## src/sv/keyboard_line_decoder_defines.svh

```systemverilog
// Assertion macros for the keyboard line decoder.
// Used by the top level only; no dependencies.
`ifndef KEYBOARD_LINE_DECODER_DEFINES_SVH
`define KEYBOARD_LINE_DECODER_DEFINES_SVH

`ifndef SYNTHESIS
`define KLD_ASSERT(lbl, prop, msg) \
  lbl: assert property (@(posedge clk) disable iff (!rst_n) prop) else $error(msg);
`define KLD_NEVER(lbl, cond, msg) \
  lbl: assert property (@(posedge clk) disable iff (!rst_n) !(cond)) else $error(msg);
`else
`define KLD_ASSERT(lbl, prop, msg)
`define KLD_NEVER(lbl, cond, msg)
`endif

`endif

```

## src/sv/kld_pkg.sv

```systemverilog
// Shared constants and types of the keyboard line decoder.
// No dependencies; imported by kld_keymap and keyboard_line_decoder.
package kld_pkg;

  localparam int unsigned LINE_DEPTH = 32;
  localparam int unsigned POS_W      = $clog2(LINE_DEPTH);
  localparam int unsigned LEN_W      = $clog2(LINE_DEPTH + 1);
  localparam int unsigned CHAR_W     = 7;
  localparam int unsigned EVT_W      = 5;
  localparam int unsigned CODE_W     = 10;
  localparam int unsigned VAL_W      = 2;

  localparam logic [EVT_W-1:0] EVT_KEY = 5'd1;

  localparam logic [VAL_W-1:0] VAL_RELEASE = 2'd0;
  localparam logic [VAL_W-1:0] VAL_PRESS   = 2'd1;

  localparam logic [CODE_W-1:0] KC_LSHIFT = 10'd42;
  localparam logic [CODE_W-1:0] KC_RSHIFT = 10'd54;
  localparam logic [CODE_W-1:0] KC_CAPS   = 10'd58;
  localparam logic [CODE_W-1:0] KC_BKSP   = 10'd14;
  localparam logic [CODE_W-1:0] KC_TAB    = 10'd15;
  localparam logic [CODE_W-1:0] KC_ENTER  = 10'd28;

  localparam logic [CHAR_W-1:0] CASE_OFFSET = 7'h20;
  localparam logic [CHAR_W-1:0] CHAR_NUL    = 7'h00;

  typedef struct packed {
    logic              valid;
    logic [CHAR_W-1:0] ch;
  } key_char_t;

endpackage

```

## src/sv/kld_keymap.sv

```systemverilog
// Key code to ASCII translation with shift and caps lock letter casing.
// Depends on kld_pkg.
module kld_keymap (
  input  logic [kld_pkg::CODE_W-1:0] key_code,
  input  logic                       shift_held,
  input  logic                       caps_active,
  output kld_pkg::key_char_t         key_char
);
  import kld_pkg::*;

  logic [CHAR_W-1:0] lower;
  logic              is_letter;

  always_comb begin
    is_letter = (key_code inside {[10'd16:10'd25], [10'd30:10'd38], [10'd44:10'd50]});
    case (key_code)
      10'd16:  lower = 7'h71;
      10'd17:  lower = 7'h77;
      10'd18:  lower = 7'h65;
      10'd19:  lower = 7'h72;
      10'd20:  lower = 7'h74;
      10'd21:  lower = 7'h79;
      10'd22:  lower = 7'h75;
      10'd23:  lower = 7'h69;
      10'd24:  lower = 7'h6f;
      10'd25:  lower = 7'h70;
      10'd30:  lower = 7'h61;
      10'd31:  lower = 7'h73;
      10'd32:  lower = 7'h64;
      10'd33:  lower = 7'h66;
      10'd34:  lower = 7'h67;
      10'd35:  lower = 7'h68;
      10'd36:  lower = 7'h6a;
      10'd37:  lower = 7'h6b;
      10'd38:  lower = 7'h6c;
      10'd44:  lower = 7'h7a;
      10'd45:  lower = 7'h78;
      10'd46:  lower = 7'h63;
      10'd47:  lower = 7'h76;
      10'd48:  lower = 7'h62;
      10'd49:  lower = 7'h6e;
      10'd50:  lower = 7'h6d;
      10'd2:   lower = 7'h31;
      10'd3:   lower = 7'h32;
      10'd4:   lower = 7'h33;
      10'd5:   lower = 7'h34;
      10'd6:   lower = 7'h35;
      10'd7:   lower = 7'h36;
      10'd8:   lower = 7'h37;
      10'd9:   lower = 7'h38;
      10'd10:  lower = 7'h39;
      10'd11:  lower = 7'h30;
      10'd57:  lower = 7'h20;
      10'd51:  lower = 7'h2c;
      10'd52:  lower = 7'h2e;
      10'd12:  lower = 7'h2d;
      10'd13:  lower = 7'h3d;
      default: lower = CHAR_NUL;
    endcase
    key_char.valid = (lower != CHAR_NUL);
    key_char.ch    = (is_letter && (shift_held ^ caps_active)) ? (lower - CASE_OFFSET) : lower;
  end

endmodule

```

## src/sv/keyboard_line_decoder.sv

```systemverilog
// Keyboard line decoder: an ordinary event is taken in idle and ready stays high for the next.
// Enter: each character is read from the line store into a register (read state) before
// it is shown (output state), once the sink has taken the one before, and the zero byte
// follows the last character (alone for an empty line); no request is taken until it is accepted.
// Synchronous active-low reset clears position, length, shift and caps lock state;
// the line store is not cleared and holds undefined data until written.
`include "keyboard_line_decoder_defines.svh"

module keyboard_line_decoder (
  input  logic                         clk,
  input  logic                         rst_n,
  input  logic                         in_valid,
  output logic                         in_ready,
  input  logic [kld_pkg::EVT_W-1:0]    in_event_type,
  input  logic [kld_pkg::CODE_W-1:0]   in_key_code,
  input  logic [kld_pkg::VAL_W-1:0]    in_key_value,
  output logic                         out_valid,
  input  logic                         out_ready,
  output logic [kld_pkg::CHAR_W-1:0]   out_char,
  output logic                         out_last
);
  import kld_pkg::*;

  localparam logic [1:0] S_IDLE = 2'd0;
  localparam logic [1:0] S_READ = 2'd1;
  localparam logic [1:0] S_OUT  = 2'd2;

  logic [1:0]        state_r, state_nxt;
  logic [POS_W-1:0]  wp_r, wp_nxt;
  logic [LEN_W-1:0]  len_r, len_nxt;
  logic [LEN_W-1:0]  rd_idx_r, rd_idx_nxt;
  logic              shift_r, shift_nxt;
  logic              caps_r, caps_nxt;
  logic [CHAR_W-1:0] out_char_r, out_char_nxt;
  logic              out_last_r, out_last_nxt;

  logic [CHAR_W-1:0] line_mem [LINE_DEPTH];
  logic [CHAR_W-1:0] rd_data_r;
  logic [POS_W-1:0]  rd_addr;
  logic              rd_en;
  logic              wr_en;
  logic              ev_ok;
  key_char_t         key_char;

  kld_keymap u_keymap (
    .key_code    (in_key_code),
    .shift_held  (shift_r),
    .caps_active (caps_r),
    .key_char    (key_char)
  );

  assign ev_ok     = (in_event_type == EVT_KEY) &&
                     ((in_key_value == VAL_PRESS) || (in_key_value == VAL_RELEASE));
  assign in_ready  = (state_r == S_IDLE);
  assign out_valid = (state_r == S_OUT);
  assign out_char  = out_char_r;
  assign out_last  = out_last_r;
  assign rd_addr   = rd_idx_nxt[POS_W-1:0];

  always_comb begin
    state_nxt    = state_r;
    wp_nxt       = wp_r;
    len_nxt      = len_r;
    rd_idx_nxt   = rd_idx_r;
    shift_nxt    = shift_r;
    caps_nxt     = caps_r;
    out_char_nxt = out_char_r;
    out_last_nxt = out_last_r;
    rd_en        = 1'b0;
    wr_en        = 1'b0;
    case (state_r)
      S_IDLE: begin
        if (in_valid && ev_ok) begin
          if (in_key_value == VAL_RELEASE) begin
            if ((in_key_code == KC_LSHIFT) || (in_key_code == KC_RSHIFT)) begin
              shift_nxt = 1'b0;
            end
          end else begin
            case (in_key_code)
              KC_LSHIFT, KC_RSHIFT: begin
                shift_nxt = 1'b1;
              end
              KC_CAPS: begin
                caps_nxt = ~caps_r;
              end
              KC_BKSP: begin
                if (len_r != '0) begin
                  if ({1'b0, wp_r} != len_r) begin
                    len_nxt = (wp_r == '0) ? LEN_W'(LINE_DEPTH) : {1'b0, wp_r - 1'b1};
                  end else begin
                    len_nxt = len_r - 1'b1;
                  end
                  wp_nxt = (wp_r == '0) ? POS_W'(LINE_DEPTH - 1) : wp_r - 1'b1;
                end
              end
              KC_TAB: begin
                len_nxt = '0;
                wp_nxt  = '0;
              end
              KC_ENTER: begin
                rd_idx_nxt = '0;
                if (len_r == '0) begin
                  out_char_nxt = CHAR_NUL;
                  out_last_nxt = 1'b1;
                  state_nxt    = S_OUT;
                end else begin
                  rd_en     = 1'b1;
                  state_nxt = S_READ;
                end
              end
              default: begin
                if (key_char.valid) begin
                  wr_en  = 1'b1;
                  wp_nxt = (wp_r == POS_W'(LINE_DEPTH - 1)) ? '0 : wp_r + 1'b1;
                  if (len_r != LEN_W'(LINE_DEPTH)) begin
                    len_nxt = len_r + 1'b1;
                  end
                end
              end
            endcase
          end
        end
      end
      S_READ: begin
        out_char_nxt = rd_data_r;
        out_last_nxt = 1'b0;
        rd_idx_nxt   = rd_idx_r + 1'b1;
        state_nxt    = S_OUT;
      end
      S_OUT: begin
        if (out_ready) begin
          if (out_last_r) begin
            state_nxt = S_IDLE;
          end else if (rd_idx_r == len_r) begin
            out_char_nxt = CHAR_NUL;
            out_last_nxt = 1'b1;
          end else begin
            rd_en     = 1'b1;
            state_nxt = S_READ;
          end
        end
      end
      default: begin
        state_nxt = S_IDLE;
      end
    endcase
  end

  always_ff @(posedge clk) begin
    if (!rst_n) begin
      state_r  <= S_IDLE;
      wp_r     <= '0;
      len_r    <= '0;
      rd_idx_r <= '0;
      shift_r  <= 1'b0;
      caps_r   <= 1'b0;
    end else begin
      state_r  <= state_nxt;
      wp_r     <= wp_nxt;
      len_r    <= len_nxt;
      rd_idx_r <= rd_idx_nxt;
      shift_r  <= shift_nxt;
      caps_r   <= caps_nxt;
    end
  end

  always_ff @(posedge clk) begin
    out_char_r <= out_char_nxt;
    out_last_r <= out_last_nxt;
  end

  always_ff @(posedge clk) begin
    if (wr_en) begin
      line_mem[wp_r] <= key_char.ch;
    end
    if (rd_en) begin
      rd_data_r <= line_mem[rd_addr];
    end
  end

  `KLD_NEVER(a_no_overlap, in_ready && out_valid, "Request taken while a line is being sent")
  `KLD_NEVER(a_len_range, len_r > LEN_W'(LINE_DEPTH), "Line length beyond the line depth")
  `KLD_ASSERT(a_idx_bound, (state_r != S_IDLE) |-> (rd_idx_r <= len_r), "Read index past line end")
  `KLD_ASSERT(a_last_ends, (out_valid && out_ready && out_last) |=> in_ready, "Line end not followed by idle")

endmodule
```

## config.mk

```make
export PLATFORM = sky130hd
export DESIGN_NAME = keyboard_line_decoder
export DESIGN_NICKNAME = d
export VERILOG_FILES = /design/src/sv/kld_pkg.sv /design/src/sv/kld_keymap.sv /design/src/sv/keyboard_line_decoder.sv
export VERILOG_INCLUDE_DIRS = /design/src /design/src/sv
export SDC_FILE = /design/constraint.sdc
export NUM_CORES = 1
export LEC_CHECK = 0
export ABC_AREA = 1
export BUFFER_PORTS_ARGS = -buffer_cell sky130_fd_sc_hd__buf_4
export CELL_PAD_IN_SITES_DETAIL_PLACEMENT = 0
export CELL_PAD_IN_SITES_GLOBAL_PLACEMENT = 1
export CORE_UTILIZATION = 49
export DETAILED_ROUTE_END_ITERATION = 16
export PLACE_DENSITY_LB_ADDON = 0.1
export SETUP_SLACK_MARGIN = 0.4
export SYNTH_ARGS = -nofsm -noshare
export SYNTH_HDL_FRONTEND = slang
export SYNTH_HIERARCHICAL = 1
export SYNTH_SLANG_ARGS = --single-unit
```

## constraint.sdc

```tcl
create_clock -name clk -period 4.4 [get_ports clk]
set_input_delay 0.88 -clock clk [delete_from_list [all_inputs] [get_ports clk]]
set_output_delay 0.88 -clock clk [all_outputs]
set_load 0.01 [all_outputs]
```

After elaboration in Yosys (flattened, before gate mapping)
Memories as Yosys holds them, arrays and structs flattened. A register that Yosys moved wholly into a read port is not among the register bits.
Cells that the tools add are included.

word-level totals
  flip-flop bits (word level) = 29
  bits in writable memories = 224
  ROM bits = 448
  bits of input ports = 21
  output and inout bits = 10
  logic and storage cells = 142
  memories = 2

memory list
  name              words  width  read ports  clocked after memory_dff  write ports  line                         text
  (name not given)  64     7      1           0                         0            kld_keymap.sv:16             case (key_code)
  line_mem          32     7      1           1                         1            keyboard_line_decoder.sv:37  logic [CHAR_W-1:0] line_mem [LINE_DEPTH];

operators by class
  add/subtract/negate cells = 6
  $lt $le $gt $ge = 6
  equality and inequality tests = 24
  multiplexer cells = 59
  bitwise operators = 4
  reduce and logical (&&, ||, !) cells = 32

operator list
  operator                                                                 count
  7-bit two-way mux                                                        9
  6-bit two-way mux                                                        8
  10-bit by 6-bit == test with 1-bit output (second input constant)        3
  1-bit two-way mux                                                        24
  7-bit case mux with 3 select lines                                       1
  10-bit by 4-bit == test with 1-bit output (second input constant)        2
  10-bit by 5-bit >= comparator with 1-bit output (second input constant)  2
  10-bit by 6-bit <= comparator with 1-bit output (second input constant)  2
  5-bit two-way mux                                                        4
  6-bit case mux with 3 select lines                                       1
  5-bit case mux with 3 select lines                                       1
  2-bit two-way mux                                                        7
  6-bit by 1-bit adder with 6-bit output (second input constant)           2
  2-bit by 1-bit != test with 1-bit output (second input constant)         6
  6-bit case mux with 2 select lines                                       1
  4-bit AND reduction                                                      3
  6-bit AND reduction                                                      2
  3-bit nonzero test                                                       4
  10-bit by 5-bit == test with 1-bit output (second input constant)        1
  10-bit by 6-bit >= comparator with 1-bit output (second input constant)  1
  10-bit by 5-bit <= comparator with 1-bit output (second input constant)  1
  8-bit AND reduction                                                      1
  7-bit AND reduction                                                      1
  7-bit nonzero test                                                       1
  30 further kinds                                                         43

Logic depth before layout (Yosys ltp)
Gate-level depths: netlist of run 1.

  depth in word-level cells = 10
  mapped depth = 19
  depth with buffers taken out = 18

Modules after synthesis
Netlist of run 1, hierarchy kept.

modules (own cells, without submodules)
  module                 times used  cells each  area each (sq um)  seq. area each (sq um)
  keyboard_line_decoder  1           1283        12406.9            7597.3
  kld_keymap             1           165         848.3              0.0

Worst setup path before layout of run 1
No wires, ideal clock.

  path type = input to register
  start point = input port in_key_code[0] in the netlist's numbering
  end point = memory line_mem[0][0], enable pin
  library setup time = 360 ps
  data arrival time = 3500 ps
  required time = 4040 ps
  setup slack = 540 ps
  cell stages on the path = 12
  path buffers = 0
  cell sequence = inv_1 ha_1 or2_2 o21ai_0 nand3_1 nor2_1 nor2_1 nand3_1 nand2_1 nor3b_2 nand2_1 nor2_1

RTL lines
  item             line                         text
  start, declared  keyboard_line_decoder.sv:15  input logic [kld_pkg::CODE_W-1:0] in_key_code,
  end, declared    keyboard_line_decoder.sv:37

==> results.md, run 1 <==
- The run finished with clean final reports.
- For the final database, setup skew stands at 0.0275 ns.
- The number of global-route vias before repair was about 9300.
- The number of clock buffers added by TritonCTS is 28.
- The total of cells resized after clock tree synthesis is 0.
- The area of placed instances is 0.0137 mm².
- The worst setup timing slack at the placement stage is roughly 0.27 ns.
- The congestion estimate from routability-driven global placement came to 0.840.
- The analysis attributes to cell leakage a power of 6.11 nW.
- The tightest min-delay check is of the reg2reg type.
- During synthesis, Yosys emitted a total of 6 warnings.
- In this run the critical register-to-register path is launched from state_r[0].
- The die width is 166 µm.
- Each instance of the synthesized netlist takes up on average approximately 9 µm².
- Entering global routing, the biggest net connects 120 pins.
- The number of endpoints with negative hold slack in the final report is 0.
- The worst path setup slack after routing is 0.797 ns.
- The core region is 0.0263 mm².
- The most used flip-flop cell after synthesis is edfxtp_1.
- The register-to-register setup slack is around 1.2 ns.
- The launching element of the worst setup path is in_key_code[1].
- Setup repair after global routing left no endpoint under its margin.
- Of all cell types, the one taking the most synthesized area is edfxtp_1.
- The total clock sinks is 260.
- The worst setup path is of the in2reg kind.
- The final-layout setup total negative slack is 0 ns.
- The area growth from synthesis to layout is 10.2%.
- Yosys attributes the largest share of cell area to edfxtp_1 (54%), nand3_1 (9.5%), nand2_1 (7.6%).
- The total half-perimeter wirelength after legalization and detailed placement is 21900 µm.
- Of the post-synthesis cell area, the dominant cell type holds 0.541.
- In this run, the number of DRC markers left after iteration 0 of detailed routing was 631.
- The first-pass GRT wire length is 52300 µm.
- The detailed-routing iteration count for the pre-antenna-repair pass is 6.
- The total of buffers placed on input and output ports is 30.
- The worst setup path is captured at a register.
- Summing every instance area after synthesis gives 0.0133 mm².
- The count of nets after finishing is 1504.
- Clock-pin slew was measured on the worst setup and hold paths at 0.06 ns.
- The initial core utilization is 0.504.
- The worst register-to-register path has a depth of 11.
- The number of routed nets with antenna violations is 0.
- The vias after detailed routing is 9688.
- The hold path startpoint is shift_r.
- The count of different cell masters after synthesis is 43.
- The data arrival time at the worst-slack endpoint is 3.78 ns.
- The post-CTS setup buffer count is 0.
- The core utilization of the finished layout is 0.556.
- The max-slew headroom at the worst pin is 0.348.
- The post-detailed-route DRC marker count is 0.
- The nature of the critical path startpoint is an input port.
- The peak supply drop is 0.000355 V.
- The sequential area share after synthesis is 0.573.
- Hold repair after CTS inserted 0 buffers.
- The worst hold endpoint is shift_r.
- The cell chosen for the clock root is clkbuf_16.
- The maximum operating frequency is 278 MHz.
- The die area is between 0.02 and 0.03 mm².
- The total setup violations reported at the end of the flow is 0.
- The number of slew-limit violations in the final report is 0.
- The clock tree from TritonCTS is built.
- The worst register-to-register path ends at rd_data_r[6].
- The area used by multi-input combinational logic is 0.00446 mm².
- The later pin in the worst-skew pair is clocked with a latency of 0.56 ns.
- The share of flip-flops with an asynchronous set or reset is 0.
- The number of synthesized register bits is 260.
- The layout has 2407 filler cells.
- The post-route worst hold slack is 0.528 ns.
- Synthesis produced a netlist with a net count of 1490.
- Max-cap violations in this run came to 0.
- Summing all non-filler instances in the final layout gives an area of 0.0146 mm².
- The highest net fanout along the worst path is 14.
- The average detailed-routed wire length per instance is between 15 and 20 µm.
- 31 I/O pins were placed.
- The count of flip-flops with a built-in enable after synthesis is approximately 240.
- The clock passes through at most 3 buffers.
- The cell count after synthesis is roughly 1400.
- At the pin with the least slew margin, the transition time is 0.978 ns.
- The portion of the clock cycle consumed by the worst path in the final layout is 0.819.
- At the worst endpoint, the required time is about 4.6 ns.
- The diode insertion count for antenna repair is 0.
- The number of H-tree levels is 1.
- The initialized floorplan defines between 50 and 60 standard-cell rows.
- The clock period minus worst slack is roughly 3.6 ns.
- The global routing usage summed across all routing layers is 0.246.
- The worst hold path was traced through 2 stages.
- In the final layout, the share of cells above drive strength 1 is 0.0849.
- Dividing total power by cell area gives a power density of 349 mW/mm².
- The number of antenna violations at the first check in global routing is 0.
- The total wire length is 33700 µm.
- The total overflow reported by the global router is 0.
- The die extent in y is 166 µm.
- The via count normalized by instance count is approximately 5.3.
- The sequential cells in the finished layout cover a total of between 0.007 and 0.008 mm².
==> worst max-delay path, stage by stage <==
cell     delay (ns)
buf_4          0.17
inv_1          0.20
ha_1           0.25
inv_1          0.07
nand2_1        0.08
nand2_1        0.07
nand2_1        0.11
nand2_1        0.08
nor2_1         0.10
nand3_1        0.09
nand2_1        0.07
inv_1          0.04
nand3_1        0.08
nand2_1        0.07
nor3b_2        0.27
nand2_1        0.50
nor2_1         0.64
==> cell type report <==
class,count,area share
flip-flops and latches,260,0.520
multi-input cells,905,0.306
inverters,218,0.0560
clock buffers,33,0.0492
well taps,335,0.0287
repair buffers,49,0.0277
clock inverters,19,0.0127
==> placed cells by master (no fill, tap or decap), types with 2 or more instances in the layout <==
master,netlist,layout
nand2_2,5,6
xor2_1,11,11
buf_12,0,3
xnor2_1,5,5
clkbuf_1,6,5
clkinv_2,0,7
o21ai_1,7,7
dfxtp_1,21,21
o21a_1,3,3
or2_2,7,7
o22ai_1,2,2
inv_2,9,9
nand2_1,267,266
nand3b_1,51,51
nor2_1,170,168
clkinv_1,2,7
clkbuf_16,0,28
ha_1,21,21
nor2_2,4,6
bufinv_16,0,3
edfxtp_1,239,239
nor3_1,15,15
nor3_2,3,3
buf_4,23,46
o21ai_0,35,35
nand4_1,10,10
inv_1,207,207
a21oi_1,21,21
clkinv_4,0,2
nand3_1,252,252
==> synth_stat cells (all sizes together) (2+ instances only) <==
| cell | n |
|---|---|
| nand2 | 272 |
| inv | 216 |
| buf | 59 |
| nor4 | 2 |
| nor2 | 174 |
| a21oi | 22 |
| nand3b | 51 |
| or2 | 8 |
| o21ai | 42 |
| xnor2 | 6 |
| clkbuf | 6 |
| nor3 | 18 |
| nand3 | 252 |
| dfxtp | 21 |
| nand4 | 10 |
| o22ai | 2 |
| o21a | 3 |
| ha | 21 |
| clkinv | 2 |
| xor2 | 11 |
| edfxtp | 239 |
==> power by group <==
part / total, mW / internal [mW] / switching (mW)
Combinational: 0.130 / 0.0392 / 0.0909
Sequential: 2.67 / 2.67 / 0.000411
Clock: 2.30 / 1.35 / 0.954
==> how the worst max path moves through the flow <==
stage	end	cells after the start
global placement	line_mem[17][6]	17
floorplan	line_mem[0][0]	12
finish	line_mem[13][3]	17
global route	line_mem[14][3]	17
detailed placement	line_mem[9][3]	17
CTS	line_mem[14][3]	17
==> routing by layer <==
metal  global-route usage  vias up  share of wire
met5                    0        -              0
met3               0.0295       43          0.047
met2                0.407      230           0.47
li1                     -     4820              -
met1                0.344     4595           0.46
met4               0.0636        0          0.022
==> state kept, by name (all words and copies together) (netlist names) <==
register / cells
line_mem: 224
out_char: 7
rd_data_r: 7
len_r: 6
rd_idx_r: 6
wp_r: 5
state_r: 2
caps_r: 1
out_last: 1
shift_r: 1
==> through the flow <==
step	std cells	power [mW]
after floorplan	1448	2.80
after global routing	1819	5.24
after CTS	1819	5.14
final	1819	5.10
after global placement	1767	2.86
after detailed placement	1767	2.85
==> cell families after synthesis <==
kind of cell | after synthesis | share of synthesized area
buffers and inverters | 283 | 0.0915
adder cells (fa/ha/maj) | 21 | 0.0198
AND/OR/NAND/NOR | 789 | 0.271
AO/OA/AOI/OAI | 78 | 0.0325
XOR/XNOR | 17 | 0.0118
flip-flops | 260 | 0.573
No activity file was read; power rests on OpenSTA's default activity.
==> inputs of run 2 (changes only) <==
clock period = 3.6 ns   (was 4.4 ns; I/O delays follow)
==> run 2 against run 1 <==
Clock power increased by 18%; worst hold slack got worse by 0.041 ns; highest routed layer unchanged; critical path type unchanged; first-iteration DRC count is 45% higher; sequential share of layout area fell by 1.1 points; routed wire length increased by 5.9%.
==> results.md, run 2 (synthesis gave the netlist of run 1 again) <==
- The boundary pin count is 31.
- The worst setup path is of the in2reg kind.
- The area used by multi-input combinational logic is 0.00448 mm².
- Timing analysis after detailed placement gives a worst setup slack of -0.0491 ns.
- The highest routed metal layer is met4.
- Across the routed clock network, the largest skew measured is 0.0111 ns.
- The register with the most flip-flops in the final layout is line_mem.
- The critical path goes through buf_4 > clkinvlp_4 > ha_1 > or2_2 > o21ai_0 > nand3_1 > nor2_4 > nor2_1 > nand3_1 > nand2_1 > nor3b_4 > nand2_1 > buf_4 > nor2_1 > buf_4.
- Across the whole layout, storage elements account for 0.00760 mm².
- The die area is 0.0277 mm².
- The number of slew-limit violations in the final report came to 0.
- The maximum number of pins on one net before global-route repair is 120.
- The region available for standard cell placement spans 0.0263 mm².
- The post-detailed-route DRC marker count is 0.
- Buffers inserted to repair hold after CTS numbered 0.
- The later pin in the worst-skew pair is clocked with a latency of 0.55 ns.
- The total half-perimeter wirelength after legalization and detailed placement is 23300 µm.
- The count of standard-cell rows is 59.
- The worst hold path belongs to the class in2reg.
- The power per cell area is 412 mW/mm².
- The worst path setup slack after routing is ~0.58 ns.
- The worst-case IR drop observed on VDD is 0.000422 V.
- The count of nets after finishing is about 1500.
- In the layout the commonest cells are nand2_1 (266), nand3_1 (252), edfxtp_1 (239).
- The portion of the clock cycle consumed by the worst path in the final layout is 0.840.
- The max-capacitance violation count is 0.
- The total setup violations reported at the end of the flow is 0.
- After detailed routing, the average wire length per cell comes to 19.2 µm.
- At the end of routability-driven placement, the weighted congestion stood at 0.904.
- The number of H-tree levels is 1.
- The highest net fanout along the worst path is 11.
- The total of buffers placed on input and output ports is 30.
- The most numerous cell type found on the critical path is buf_4.
- The kind of end point of the critical path is a register.
- In this run the remaining antenna-violating nets after routing total 0.
- The flip-flop count of the largest register after layout is 224.
- STA classifies the critical path startpoint as an input port.
- After detailed placement, the total cell area comes to 0.0140 mm².
- The routed design has 35600 µm of wire.
- Of the cells placed in the final design, the portion with a size suffix greater than 1 is 0.113.
- The longest clock path from root to sink contains 3 buffers.
- The data arrival time at the worst-slack endpoint is about 3.3 ns.
- Setup repair after global routing left no endpoint under its margin.
- CTS saw 260 sinks.
- The amount of wire on met3 after detailed routing is 2310 µm.
- The die extent in y is 166 µm.
- The die width is between 150 and 200 µm.
- The CTS buffer count is 29.
- The number of global-route vias before repair is 9540.
- The worst pin sits at a relative slew slack of 0.462.
- The run finished with clean final reports.
- 0 antenna diodes ended up in the layout.
- Detailed routing inserted a total of 9917 vias.
- The data required time of the worst path is 3.86 ns.
- The filler cells instantiated in the layout total between 2000 and 2500.
- The analysis attributes to cell leakage a power of 6.31 nW.
- After layout, the minimum clock period comes to 3.02 ns.
- The clock-pin slew on the worst setup and hold paths is around 0.070 ns.
- The slew at the pin with the worst max-slew slack is 0.800 ns.
- Global routing finished with a remaining overflow of 0.
- The cell sitting at the root of the clock tree is a clkbuf_16.
- In the global route stage, overall resource usage came out at 0.262.
- The detailed router put a total of about 16000 µm of wire on met1.
- The first TritonRoute pass finished after 5 iterations.
- Relative to the synthesized area, the layout overhead comes to 12.7%.
- The core utilization of the finished layout is 0.568.
- The initial core utilization is 0.504.
- For this run, the top clock speed supported by timing is approximately 330 MHz.
- The detailed-routed wire length on met2 is 16800 µm.
- TritonCTS built the clock tree.
- Dividing the detail-routed via count by the number of cells gives 5.33.
- The number of endpoints with negative hold slack in the final report is 0.
- The number of antenna violations at the first check in global routing was 0.
- The largest incremental delay on the critical path is roughly 0.28 ns.
- After routing the design area is 0.0149 mm².
- The commonest non-fill, non-tap cell in the layout is nand2_1.
- For this block, the initial DRC count from the detailed router was about 900.
- The first-pass GRT wire length is about 56000 µm.
- The largest individual stage delay along the critical path comes from the cell nor3b_4.
## run 2: through the flow
stage	instances	power [mW]	hold WS, ns	setup TNS, ns
4_1_cts	1858	6.19	0.470	0
5_1_grt	1861	6.33	0.497	0
2_1_floorplan	1448	3.42	0.493	0
3_5_place_dp	1807	3.49	0.515	-0.419
6_report	1861	6.15	0.487	0
3_3_place_gp	1807	3.49	0.512	-0.254
## run 2: final cells by class
type / count / area share
Sequential cell: 260 / 0.509
Multi-Input combinational cell: 905 / 0.300
Inverter: 218 / 0.0553
Timing Repair Buffer: 92 / 0.0504
Clock buffer: 31 / 0.0491
Tap cell: 335 / 0.0281
Clock inverter: 20 / 0.00854
## run 2: where the power goes
group | internal, mW | switching, mW
Combinational | 0.0510 | 0.113
Sequential | 3.26 | 0.000506
Clock | 1.53 | 1.19
Total | 4.85 | 1.31
## run 2: timing repair
item	in CTS	in global routing
setup buffers	0	3
endpoints found under the hold margin	0	0
resized for setup	0	3
setup endpoints to repair	0	191
## run 2: path summary, 6_finish.rpt
| kind | slack, ns | to | cells past startpoint | start |
|---|---|---|---|---|
| setup / recovery | 0.58 | line_mem[16][3] | 15 | in_key_code[0] |
| hold / removal | 0.49 | len_r[0] | 3 | rst_n |
| setup reg to reg | 0.85 | rd_data_r[0] | 8 | rd_idx_r[0] |
| hold reg to reg | 0.53 | shift_r | 2 | shift_r |
## run 2: critical path: cells and delay by family
| family | cells | cell delay (ns) |
|---|---|---|
| AO/OA/AOI/OAI | 1 | 0.20 |
| buffers and inverters | 4 | 0.70 |
| AND/OR/NAND/NOR | 9 | 1.39 |
| adder cells (fa/ha/maj) | 1 | 0.26 |
## run 2: routing by layer
layer	global-route usage	vias up
met5	0	-
met3	0.0321	57
met4	0.0700	0
met2	0.428	300
li1	-	4914
met1	0.372	4646
==> inputs of run 3 (changes only) <==
ABC_AREA = 0   (was 1)
CORE_UTILIZATION = 47   (was 49)
clock period = 2.7 ns   (was 3.6 ns; I/O delays follow)
==> run 3 against run 2 <==
Routed wire length fell by 0.20%; critical endpoint is now line_mem[15][1]; die area shrank 2.7%; worst setup slack got worse by 0.59 ns; the run now ends with setup timing left; critical path type unchanged; count of clock-buffer cells in the layout fell by 2; register-to-register slack worse by 0.82 ns; power grew 39%; largest cell class unchanged; sequential power up 33%.
==> results.md, run 3 <==
- The run finished, with violations left.
- The final reports fail on setup timing.
- For this run, asynchronously set or reset flops after synthesis account for 0.
- In the synthesized netlist the dominant register cell turns out to be edfxtp_1.
- The commonest non-fill, non-tap cell in the layout is edfxtp_1.
- During synthesis, Yosys emitted a total of 6 warnings.
- For the pin with the worst max-slew slack, the measured transition is 0.615 ns.
- The count of different cell masters after synthesis is 85.
- The data required time of the worst path is 3.01 ns.
- The HPWL after detailed placement is between 20000 and 25000 µm.
- The number of buffers on the longest clock path is 3.
- The clock tree from TritonCTS is built.
- The total of buffers placed on input and output ports is 30.
- For this configuration, the core starts out at a cell density of 0.477.
- The starting DRC count in detailed routing is 729.
- In the global route stage, overall resource usage came out at 0.269.
- The number of slew-limit violations in the final report is 0.
- The final standard cell count with taps included and fillers excluded is 1588.
- The highest net fanout along the worst path is 7.
- The routed layout has 9246 vias.
- The type of the tightest min-delay check is in2reg.
- The worst setup timing slack at the placement stage is -0.844 ns.
- The cell chosen for the clock root is clkbuf_16.
- Leaving out fill and tap cells, the most frequent cells in the layout are edfxtp_1 (239), buf_4 (191), nand2_1 (64).
- The detail route stage leaves a number of antenna-violating nets equal to 0.
- The number of H-tree levels is 1.
- Summed over all failing endpoints, the final setup total negative slack is -0.116 ns.
- The synthesized design spends more area on one cell type than any other, namely edfxtp_1.
- CTS saw 260 sinks.
- The detailed-routing iteration count for the pre-antenna-repair pass is 5.
- The clock latency reported for the late side of the worst-skew pair is 0.55 ns.
- The share of post-route cells with drive strength above 1 is 0.387.
- For this run, the top clock speed supported by timing is 369 MHz.
- The post-route worst hold slack is 0.268 ns.
- The CTS buffer count is 28.
- In this run, synthesis produced a sequential element count of 260.
- From bottom edge to top edge, the die measures around 160 µm.
- The total nets after synthesis is 1044.
- The kind of end point of the critical path is a register.
- The core region area is 0.0259 mm².
- The first global-routing pass estimated between 50000 and 60000 µm of wire.
- The synthesized area per cell is ~12 µm².
- The flip-flop count of the largest register after layout is 224.
- The repair_antennas step left the layout with diodes totalling 0.
- The number of endpoints with negative hold slack in the final report is 0.
- The filler cells instantiated in the layout total 1934.
- The post-synthesis cell area is 0.0124 mm².
- The cell count after synthesis is ~1000.
- The hold path startpoint is rst_n.
- STA puts the critical path data arrival time at 3.02 ns.
- The peak supply drop is 0.000583 V.
- Entering global routing, the biggest net connects 33 pins.
- Tracing the worst setup path back leads to its startpoint at in_key_code[1].
- The total wire length is approximately 36000 µm.
- The standby leakage power is between 5 and 6 nW.
- The number of global-route vias before repair is 8927.
- The nature of the critical path startpoint is an input port.
- The sequential area share after synthesis is 0.614.
- The congestion estimate from routability-driven global placement came to 0.844.
- Counting instances in the post-synthesis netlist gives the leading cell types as edfxtp_1 (239), nor2_1 (89), nand2_1 (71), a21oi_1 (64), o21ai_0 (49).
- Using the TritonRoute via totals, the vias-per-cell ratio works out to about 5.8.
- For this run, design rule violations remaining after detail routing come to 0.
- The area used by multi-input combinational logic is 0.00539 mm².
- Setup violations remaining at the end of the flow were counted as 15.
- The area share of the largest cell type after synthesis is 0.580.
- The start of the worst register-to-register path is state_r[0].
- The tool flagged a number of max-cap violations equal to 0.
- The die is approximately 160 µm wide.
- After detailed placement, the design holds a cell count of 1476.
- The die area is around 0.027 mm².
- Counting flops with a built-in enable in the synthesized netlist gives 239.
- The total overflow reported by the global router is 0.
- The boundary pin count is 31.
- The worst path setup slack after routing is -0.0105 ns.
- Setup repair after global routing could not meet its margin everywhere.
- The worst pin sits at a relative slew slack of 0.588.
- The worst setup path is of the in2reg kind.
- Power spread over the standard cell area amounts to 507 mW/mm².
- The portion of the clock cycle consumed by the worst path in the final layout is 1.00.
- The sequential cell area is 0.00760 mm².
- The clock-pin slew on the worst setup and hold paths is 0.06 ns.
- The layout-stage area growth over the synthesis result is 36.8%.
- Ranked by total cell area, the synthesized netlist is headed by edfxtp_1 (58%), dfxtp_1 (3.4%), mux2i_1 (3.2%).
- The initialized floorplan defines 59 standard-cell rows.
- The clock period minus worst slack is 2.71 ns.
- The setup skew after layout is 0.0281 ns.
- The average detailed-routed wire length per instance is 22.4 µm.
- The most common cell in the synthesized netlist is edfxtp_1.
- More flip-flops sit in one register than any other, and that register is line_mem.
- The number of antenna violations at the first check in global routing came to 0.
- The net count of the finished layout is 1273.
-- run 3: cell count changes in the layout (fill, tap and decap cells not counted), sizes merged, moves of 12 or more --
| cell | delta |
|---|---|
| a211oi | +12 |
| a21oi | +43 |
| a31oi | +12 |
| and2 | +12 |
| buf | +172 |
| inv | -201 |
| mux2i | +39 |
| nand2 | -197 |
| nand2b | +16 |
| nand3 | -216 |
| nand3b | -43 |
| nor2 | -85 |
| o221ai | +20 |
-- run 3: final timing paths --
| kind | to | slack (ns) | cells after the start |
|---|---|---|---|
| max | line_mem[15][1] | -0.01 | 16 |
| min | len_r[5] | 0.27 | 3 |
| max reg2reg | rd_data_r[5] | 0.03 | 10 |
| min reg2reg | shift_r | 0.48 | 2 |
-- run 3: kinds of logic after synthesis --
group | share of synthesized area
adder cells (fa/ha/maj) | 0.0212
XOR/XNOR | 0.0227
AO/OA/AOI/OAI | 0.130
buffers and inverters | 0.0371
multiplexers | 0.0379
flip-flops | 0.614
AND/OR/NAND/NOR | 0.137
-- run 3: layer usage --
| layer | vias up | share of wire | GRT usage |
|---|---|---|---|
| li1 | 4313 | - | - |
| met1 | 4607 | 0.45 | 0.371 |
| met2 | 254 | 0.47 | 0.438 |
| met3 | 72 | 0.055 | 0.0402 |
| met4 | 0 | 0.030 | 0.0821 |
| met5 | - | 0 | 0 |
-- run 3: critical path: stages --
cell        delay, ns
buf_8            0.10
clkinvlp_4       0.10
ha_4             0.18
nor2b_4          0.18
buf_6            0.12
nor3_4           0.04
o21ai_2          0.18
a311oi_4         0.07
o21bai_4         0.19
or4_4            0.53
and3_4           0.22
buf_12           0.14
nand2_8          0.06
buf_8            0.13
nor2_1           0.04
buf_4            0.18
-- run 3: repair_timing --
item                                   in CTS  in global routing
endpoints found under the hold margin       0                  0
buffers inserted                           35                 21
hold buffers                                0                  0
gates cloned                                4                  0
pin swaps                                  56                 55
setup endpoints to repair                 281                313
gates resized for setup                   165                 88
-- run 3: final cells by class --
class                           instances  area share
Clock buffer                           29      0.0429
Clock inverter                         23      0.0130
Inverter                               15     0.00377
Multi-Input combinational cell        662       0.318
Sequential cell                       260       0.449
Tap cell                              335      0.0248
Timing Repair Buffer                  264       0.148
-- run 3: metrics by stage --
stage / power [mW] / area, µm² / utilization
2_1_floorplan: 4.58 / 12600 / -
3_3_place_gp: 4.74 / 14300 / 0.553
3_5_place_dp: 4.74 / 14300 / 0.553
4_1_cts: 8.62 / 16300 / 0.631
5_1_grt: 8.81 / 16900 / 0.653
6_report: 8.58 / 16900 / 0.653
-- run 3: power by group --
part	internal [mW]	leakage [nW]	switching (mW)
logic	0.157	3.31	0.184
registers	4.35	2.18	0.000255
clock network	2.33	0.467	1.56
